**config.mk**
```make
export PLATFORM = sky130hd
export DESIGN_NAME = best_fit_hole_allocator_top
export DESIGN_NICKNAME = d
export VERILOG_FILES = /design/src/rtl/core/bfha_pkg.sv /design/src/rtl/core/bfha_cell.sv /design/src/rtl/core/best_fit_hole_allocator_top.sv
export SDC_FILE = /design/constraint.sdc
export NUM_CORES = 2
export LEC_CHECK = 0
export BUFFER_PORTS_ARGS = -buffer_cell sky130_fd_sc_hd__buf_2
export CORE_UTILIZATION = 58
export CTS_BUF_LIST = sky130_fd_sc_hd__clkbuf_8
export CTS_CLUSTER_DIAMETER = 100
export DETAILED_ROUTE_END_ITERATION = 10
export PLACE_DENSITY = 0.75
export SETUP_SLACK_MARGIN = 0.02
export SLEW_MARGIN = 20
export SYNTH_ARGS = -nofsm -noshare
export SYNTH_HDL_FRONTEND = slang
export SYNTH_SLANG_ARGS = --single-unit
```
**constraint.sdc**
```tcl
create_clock -name i_clk -period 10.6 [get_ports i_clk]
set_input_delay 2.12 -clock i_clk [delete_from_list [all_inputs] [get_ports i_clk]]
set_output_delay 2.12 -clock i_clk [all_outputs]
set_load 0.1 [all_outputs]
```
**src/rtl/core/bfha_pkg.sv**
```systemverilog
package bfha_pkg;

    localparam int TableDepth  = 16;
    localparam int HeaderBytes = 12;
    localparam int FooterBytes = 8;
    localparam int IdxW        = $clog2(TableDepth);
    localparam int CntW        = $clog2(TableDepth + 1);

    localparam logic [31:0] Overhead = 32'(HeaderBytes + FooterBytes);
    localparam logic [31:0] HdrW     = 32'(HeaderBytes);

    // configuration register indexes
    localparam logic CFG_START = 1'b0;
    localparam logic CFG_END   = 1'b1;

    typedef enum logic [1:0] {
        OP_INIT  = 2'd0,
        OP_ALLOC = 2'd1,
        OP_FREE  = 2'd2,
        OP_NONE  = 2'd3
    } t_op;

    typedef enum logic [1:0] {
        ST_OK    = 2'd0,
        ST_NOFIT = 2'd1,
        ST_RANGE = 2'd2
    } t_status;

    typedef enum logic [2:0] {
        S_IDLE,
        S_SCAN,
        S_PICK,
        S_SHIFT,
        S_DONE
    } t_state;

    // Command from the sequencer to every cell for one cycle.
    typedef struct packed {
        logic        rotate;   // every cell takes its right neighbor's entry
        logic        shift;    // cells at and above pos take right neighbor
        logic [IdxW-1:0] pos;
        logic        load;     // cell at ldpos takes ld data
        logic [IdxW-1:0] ldpos;
        logic [31:0] ld_addr;
        logic [31:0] ld_size;
    } t_cell_cmd;

endpackage

```
**src/rtl/core/bfha_cell.sv**
```systemverilog
module bfha_cell (
    input  logic                 i_clk,
    input  bfha_pkg::t_cell_cmd  i_cmd,
    input  logic [bfha_pkg::IdxW-1:0] i_idx,
    input  logic [31:0]          i_nb_addr,
    input  logic [31:0]          i_nb_size,
    output logic [31:0]          o_addr,
    output logic [31:0]          o_size
);
    import bfha_pkg::*;

    logic [31:0] r_addr, r_size;
    logic [31:0] n_addr, n_size;

    always_comb begin
        n_addr = r_addr;
        n_size = r_size;
        if (i_cmd.rotate || (i_cmd.shift && i_idx >= i_cmd.pos)) begin
            n_addr = i_nb_addr;
            n_size = i_nb_size;
        end
        if (i_cmd.load && i_idx == i_cmd.ldpos) begin
            n_addr = i_cmd.ld_addr;
            n_size = i_cmd.ld_size;
        end
    end

    always_ff @(posedge i_clk) begin
        r_addr <= n_addr;
        r_size <= n_size;
    end

    assign o_addr = r_addr;
    assign o_size = r_size;
endmodule

```
**src/rtl/core/best_fit_hole_allocator_top.sv**
```systemverilog
// Best-fit hole allocator. Holes sit in a ring of TableDepth cells; an
// allocate rotates the ring a full turn past cell 0, comparing one entry a
// cycle, then decides the split in S_PICK and, in S_SHIFT, removes the
// chosen hole and appends the split tail. Init loads one hole spanning
// the region in S_SCAN and reports from S_DONE; free and unused ops
// report from S_SCAN. A new start is taken only while idle. busy rises
// after the accepting edge and falls with the strobe; o_valid pulses for
// one cycle and the result must be taken then, since the receiver cannot
// stall. Write the configuration registers only while busy is low and no
// result is pending.
module best_fit_hole_allocator_top (
    input  logic        i_clk,
    input  logic        i_rst_n,
    input  logic        start,
    output logic        busy,
    input  logic        i_cfg_we,
    input  logic        i_cfg_idx,
    input  logic [31:0] i_cfg_data,
    input  logic [1:0]  i_op,
    input  logic [31:0] i_size_bytes,
    input  logic [31:0] i_block_addr,
    output logic        o_valid,
    output logic [31:0] o_data_addr,
    output logic [1:0]  o_status,
    output logic [31:0] o_occupied_bytes,
    output logic [4:0]  o_hole_count
);
    import bfha_pkg::*;

    t_state r_state, n_state;
    logic [31:0] r_hstart, r_hend;
    logic [1:0]  r_op;
    logic [31:0] r_size, r_baddr;
    logic [CntW-1:0] r_used, n_used;
    logic [31:0] r_occ, n_occ;
    logic [CntW-1:0] r_cnt, n_cnt;
    logic        r_found, n_found, r_exact, n_exact;
    logic [IdxW-1:0] r_best, n_best;
    logic [31:0] r_baddr_h, n_baddr_h, r_bsize, n_bsize;
    logic        r_ok, n_ok;
    logic        r_valid, n_valid;
    logic [31:0] r_data, n_data;
    logic [1:0]  r_stat, n_stat;
    t_cell_cmd   cmd;

    logic [31:0] c_addr [TableDepth];
    logic [31:0] c_size [TableDepth];

    for (genvar g = 0; g < TableDepth; g++) begin : g_cell
        localparam int Nb = (g + 1) % TableDepth;
        bfha_cell u_cell (
            .i_clk     (i_clk),
            .i_cmd     (cmd),
            .i_idx     (IdxW'(g)),
            .i_nb_addr (c_addr[Nb]),
            .i_nb_size (c_size[Nb]),
            .o_addr    (c_addr[g]),
            .o_size    (c_size[g])
        );
    end

    always_ff @(posedge i_clk) begin
        if (!i_rst_n) begin
            r_hstart <= '0;
            r_hend   <= '0;
        end else if (i_cfg_we) begin
            if (i_cfg_idx == CFG_END) r_hend <= i_cfg_data;
            else r_hstart <= i_cfg_data;
        end
    end

    logic [31:0] cap, avail, surplus, dec_lo;
    logic        dec_hi;
    logic        fit_ok;
    logic [CntW-1:0] used_m1;

    always_comb begin
        cap     = r_hend - r_hstart;
        avail   = (r_occ >= cap) ? 32'd0 : cap - r_occ;
        surplus = r_bsize - r_size;
        {dec_hi, dec_lo} = {1'b0, r_size} + {1'b0, Overhead};
        used_m1 = r_used - 1'b1;
        fit_ok  = r_baddr != 0 && r_baddr < r_hend && r_baddr > r_hstart;
    end

    always_comb begin
        n_state   = r_state;
        n_used    = r_used;
        n_occ     = r_occ;
        n_cnt     = r_cnt;
        n_found   = r_found;
        n_exact   = r_exact;
        n_best    = r_best;
        n_baddr_h = r_baddr_h;
        n_bsize   = r_bsize;
        n_ok      = r_ok;
        n_valid   = 1'b0;
        n_data    = '0;
        n_stat    = ST_OK;
        cmd       = '0;
        case (r_state)
            S_IDLE: begin
                if (start) n_state = S_SCAN;
                n_cnt   = '0;
                n_found = 1'b0;
                n_exact = 1'b0;
                n_best  = '0;
            end
            S_SCAN: begin
                case (t_op'(r_op))
                    OP_INIT: begin
                        n_occ  = '0;
                        n_used = CntW'(1);
                        cmd.load    = 1'b1;
                        cmd.ldpos   = '0;
                        cmd.ld_addr = r_hstart;
                        cmd.ld_size = r_hend - r_hstart - Overhead;
                        n_state = S_DONE;
                    end
                    OP_FREE: begin
                        if (fit_ok) begin
                            if (r_used < CntW'(TableDepth)) begin
                                cmd.load    = 1'b1;
                                cmd.ldpos   = IdxW'(r_used);
                                cmd.ld_addr = r_baddr - HdrW;
                                cmd.ld_size = r_size;
                                n_used = r_used + 1'b1;
                            end
                            n_occ = (dec_hi || dec_lo >= r_occ) ? 32'd0 : r_occ - dec_lo;
                            n_stat = ST_OK;
                        end else begin
                            n_stat = ST_RANGE;
                        end
                        n_valid = 1'b1;
                        n_state = S_IDLE;
                    end
                    OP_ALLOC: begin
                        // Rotate a full turn; entry at cell 0 is table slot r_cnt.
                        cmd.rotate = 1'b1;
                        if (avail >= r_size && r_cnt < r_used && !r_exact
                                && c_size[0] >= r_size) begin
                            if (c_size[0] == r_size || !r_found || c_size[0] < r_bsize) begin
                                n_best    = IdxW'(r_cnt);
                                n_bsize   = c_size[0];
                                n_baddr_h = c_addr[0];
                                n_found   = 1'b1;
                                n_exact   = c_size[0] == r_size;
                            end
                        end
                        n_cnt = r_cnt + 1'b1;
                        if (r_cnt == CntW'(TableDepth - 1)) n_state = S_PICK;
                    end
                    default: begin
                        n_valid = 1'b1;
                        n_state = S_IDLE;
                    end
                endcase
            end
            S_PICK: begin
                n_ok = r_found && surplus > Overhead;
                n_state = S_SHIFT;
            end
            S_SHIFT: begin
                if (r_found) begin
                    cmd.shift = 1'b1;
                    cmd.pos   = r_best;
                    n_used    = used_m1;
                    if (r_ok) begin
                        cmd.load    = 1'b1;
                        cmd.ldpos   = IdxW'(used_m1);
                        cmd.ld_addr = r_baddr_h + HdrW + r_size + 32'(FooterBytes);
                        cmd.ld_size = surplus - Overhead;
                        n_used      = r_used;
                        n_occ = r_occ + r_size + Overhead;
                    end else begin
                        n_occ = r_occ + r_bsize + Overhead;
                    end
                    n_data = r_baddr_h + HdrW;
                end else begin
                    n_stat = ST_NOFIT;
                end
                n_valid = 1'b1;
                n_state = S_IDLE;
            end
            S_DONE: begin
                n_valid = 1'b1;
                n_state = S_IDLE;
            end
            default: n_state = S_IDLE;
        endcase
    end

    always_ff @(posedge i_clk) begin
        if (!i_rst_n) begin
            r_state <= S_IDLE;
            r_used  <= '0;
            r_occ   <= '0;
            r_valid <= 1'b0;
        end else begin
            r_state <= n_state;
            r_used  <= n_used;
            r_occ   <= n_occ;
            r_valid <= n_valid;
        end
    end

    always_ff @(posedge i_clk) begin
        if (r_state == S_IDLE && start) begin
            r_op    <= i_op;
            r_size  <= i_size_bytes;
            r_baddr <= i_block_addr;
        end
        r_cnt     <= n_cnt;
        r_found   <= n_found;
        r_exact   <= n_exact;
        r_best    <= n_best;
        r_baddr_h <= n_baddr_h;
        r_bsize   <= n_bsize;
        r_ok      <= n_ok;
        r_data    <= n_data;
        r_stat    <= n_stat;
    end

    assign busy             = r_state != S_IDLE;
    assign o_valid          = r_valid;
    assign o_data_addr      = r_data;
    assign o_status         = r_stat;
    assign o_occupied_bytes = r_occ;
    assign o_hole_count     = 5'(r_used);

    a_used_bound: assert property (@(posedge i_clk) disable iff (!i_rst_n)
        r_used <= CntW'(TableDepth))
        else $error("hole count above table depth");
    a_valid_pulse: assert property (@(posedge i_clk) disable iff (!i_rst_n)
        r_valid |=> !r_valid)
        else $error("result strobe longer than one cycle");
    a_busy_valid: assert property (@(posedge i_clk) disable iff (!i_rst_n)
        r_valid |-> !busy)
        else $error("result while still busy");
    a_nofit_addr: assert property (@(posedge i_clk) disable iff (!i_rst_n)
        (r_valid && r_stat != ST_OK) |-> r_data == '0)
        else $error("address on failed beat");
endmodule

```
==> results.txt <==
----------------------------------------------------
[Critical path]
  Category of the critical setup timing path ... reg2reg
  Reg-to-reg critical path endpoint ... r_baddr_h[6]
  Required time worst endpoint ... 11130 ps
  Max FO, Critical Path ... 64
  Critical Path Max Stage Delay ... 830 ps
  Slack of the worst reg-to-reg path ... 1630 ps
  Critical path arrival ... 9500 ps
  Cell with the largest stage delay on the worst path ... buf_4
  Startpoint Class ... register
  Worst R2R Path Depth ... 35
  RR Startpoint ... r_hstart[2]
  Kind of capture point of the worst setup path ... register

[Timing]
  Maximum frequency from static timing analysis ... 0.111 GHz
  Final hold violation count ... 0
  Worst Clk Skew ... 108 ps
  Tcrit/Tclk final ... 0.847
  Least-Margin Pin Slew ... 1270 ps
  Worst slew margin ... 0.152
  Setup repair after global routing missed its margin ... false
  Final setup vio count ... 0
  Final worst path period need ... 8970 ps
  Final total negative setup slack ... 0 ps
  Max-slew violation total from the final report ... 0

[Die]
  Placeable core region ... 126000 um2
  Die Wd ... 358 um
  Starting Density ... 0.585
  Cell row count ... 130
  Floorplan die height ... 358 um
  Count of boundary I/O pins ... 176
  Die outline area ... 128000 um2

[Clocking]
  TritonCTS sink count ... 1305
  Cell at the root of the clock tree ... clkbuf_8
  Clock latency on the worst-skew pair ... 1010 ps
  Buffer levels on the longest clock path ... 3
  Number of H-tree levels ... 4
  Post-CTS Setup Bufs ... 0
  CTS tree ... done
  CTS buffer count ... 208
  Clock input transition at the sequential cells of the worst setup and hold paths ... 60 ps
  Hold-fix buffer count after cts ... 0
  Post-cts resize count ... 0

[Place]
  GP Congestion ... 1.01
  Detailed placement HPWL ... 164000 um
  PortBufs ... 175

[Min path]
  WHS Endpoint ... r_baddr_h[5]
  Depth of the worst hold-timing path ... 0
  Hold path startpoint ... g_cell[0].u_cell.o_addr[5]
  Worst min-delay path class ... reg2reg

[Power]
  Power density cells ... 156 nW/um2
  Design internal power ... 8720 uW
  Combinational share of power ... 0.186
  Switching share of power ... 0.306
  Total design power ... 12600 uW
  Clock network fraction of total power ... 0.346
  Switching power total ... 3840 uW
  Register share of total power ... 0.468
  Worst vdd rail ir drop ... 158 uV
  Total leakage power ... 0.0305 uW

[Yosys]
  Yosys cell types ... 98
  Synthesized area per cell ... 12.2 um2
  Post-synth EDFFs ... 1166
  Syn. warnings ... 0
  Sequential share of the synthesized area ... 0.515
  Number of cells produced by synthesis ... 6008
  Total standard cell area after synthesis ... 73400 um2
  Top_reg_cell synth ... edfxtp_1
  Flip-flop and latch count after synthesis ... 1305
  Post-Syn Nets ... 6600
  Fraction of synthesis flops using an asynchronous set or reset pin ... 0

[Global route]
  Largest net degree at the start of global routing ... 65
  Number of global-route vias before repair ... 50400
  Wire length of the first global-routing pass ... 342000 um
  Total overflow reported by the global router ... 0
  Overall global routing resource usage ... 0.369
  Initial antenna violation count ... 17

[Flow run]
  Count of maximum capacitance violations ... 0

[Routing]
  Vias after detailed routing ... 52500
  DRC violations left ... 0
  Iteration-0 DRC count of the detailed router ... 5815
  Average wire per standard cell ... 29.6 um
  Antenna Violating Nets Remaining ... 0
  Detailed-route wire length ... 239000 um
  Via density per instance ... 6.52
  Number of search-and-repair iterations in the first detailed-routing pass ... 6

[Status]
  Status ... completed

[Cells and area]
  Fraction of layout instances using a drive strength above 1 ... 0.258
  Number of nets in the final layout ... 6808
  Area added between synthesis and finish ... 9.98%

----------------------------------------------------
[stage by stage]
step	utilization	hold slack (ps)	std cells	setup slack, ps	cell area, um2
after floorplan	-	420	6008	1100	73400
after global placement	0.608	428	7651	1960	76400
after detailed placement	0.608	432	7654	1940	76400
after CTS	0.642	359	8040	1860	80600
after global routing	0.643	386	8046	1090	80700
final	0.643	385	8056	1630	80700
[routing by layer]
metal	up-vias	track usage	share of wire
met5	-	0	0.00039
met3	601	0.0915	0.10
met4	14	0.181	0.054
li1	23200	-	-
met1	26000	0.487	0.40
met2	2695	0.570	0.44
[power groups by stage]
stage | logic [uW] | clock network (uW) | registers, uW
final | 2330 | 4350 | 5880
after global routing | 2500 | 4620 | 5880
after CTS | 2280 | 4400 | 5870
after detailed placement | 2260 | 0 | 5980
after global placement | 2250 | 0 | 5970
after floorplan | 1490 | 0 | 5990
[registers in the layout (all words and copies together), names as in the netlist]
name and flops:
r_found 1, o_occupied_bytes 32, o_hole_count 5, r_ok 1, g_cell.u_cell.o_addr 512, r_state 3
o_data_addr 32, r_baddr 32, r_baddr_h 32, r_hstart 32, r_op 2, o_status 2
r_hend 32, r_bsize 32, r_cnt 5, r_size 32, r_exact 1, g_cell.u_cell.o_size 512
r_best 4, o_valid 1
[placed cells by master, fill, tap and decap left out, types with 139 or more instances in the layout]
cell and instances:
a21o_1 155, clkbuf_8 221, ha_1 482, buf_2 175, a21oi_1 307, mux2_2 975, o21ai_0 216, nor2_1 224
nand2_1 356, inv_1 322, edfxtp_1 1166, xnor2_1 196, dfxtp_1 139
[cell usage after synthesis, types with 28 or more instances]
| cell | n | area (um2) |
|---|---|---|
| edfxtp_1 | 1166 | 35000 |
| mux2_2 | 975 | 11000 |
| ha_1 | 482 | 6030 |
| nand2_1 | 362 | 1360 |
| a21oi_1 | 308 | 1540 |
| clkbuf_1 | 270 | 1010 |
| inv_1 | 261 | 980 |
| nor2_1 | 230 | 863 |
| o21ai_0 | 229 | 1150 |
| xnor2_1 | 196 | 1720 |
| a21o_1 | 155 | 1160 |
| dfxtp_1 | 139 | 2780 |
| xor2_1 | 105 | 920 |
| nand3_1 | 94 | 470 |
| nor3_1 | 89 | 445 |
| nand4_1 | 69 | 432 |
| and2_1 | 59 | 369 |
| a211oi_1 | 52 | 390 |
| o21a_1 | 49 | 368 |
| and3_1 | 47 | 294 |
| o22ai_1 | 47 | 294 |
| nor2b_1 | 46 | 288 |
| a22oi_1 | 44 | 330 |
| nand2b_1 | 44 | 275 |
| or3_1 | 36 | 225 |
| o21bai_1 | 31 | 233 |
| o211ai_1 | 28 | 210 |
[kinds of logic (layout without fill, tap and decap cells)]
family | after synthesis | after routing | synth area share
xor+xnor | 301 | 301 | 0.0359
simple gates | 1178 | 1178 | 0.0789
fa+ha+maj | 489 | 489 | 0.0841
mux | 981 | 981 | 0.150
compound gates | 1193 | 1193 | 0.107
buf+inv | 561 | 945 | 0.0293
flops | 1305 | 1305 | 0.515
other cells | 0 | 14 | 0
[worst max-delay path, delay by kind of cell (launching register included)]
kind / cells / cell delay [ps]
AO/OA/AOI/OAI: 24 / 4820
XOR/XNOR: 1 / 560
adder cells (fa/ha/maj): 3 / 960
buffers and inverters: 3 / 1160
flip-flops: 1 / 350
AND/OR/NAND/NOR: 4 / 640
[worst max path at each step]
stage / from / endpoint / cells past startpoint
after detailed placement: r_hstart[2] / r_baddr_h[29] / 35
after floorplan: r_state[2] / g_cell[3].u_cell.o_addr[0] / 7
final: r_hstart[2] / r_baddr_h[6] / 35
after global placement: r_hstart[2] / r_best[3] / 34
after CTS: r_hstart[2] / r_baddr_h[1] / 35
after global routing: r_hstart[2] / r_baddr_h[1] / 35
[final cells by class]
cell class	instances	area, um2
fillers	9532	44800
flip-flops and latches	1305	37800
multi-input cells	4142	33900
clock buffers	221	3040
well taps	1650	2060
repair buffers	297	1790
clock inverters	165	1150
inverters	262	983
diodes	14	35.0
Power figures use the tool's default switching activity.
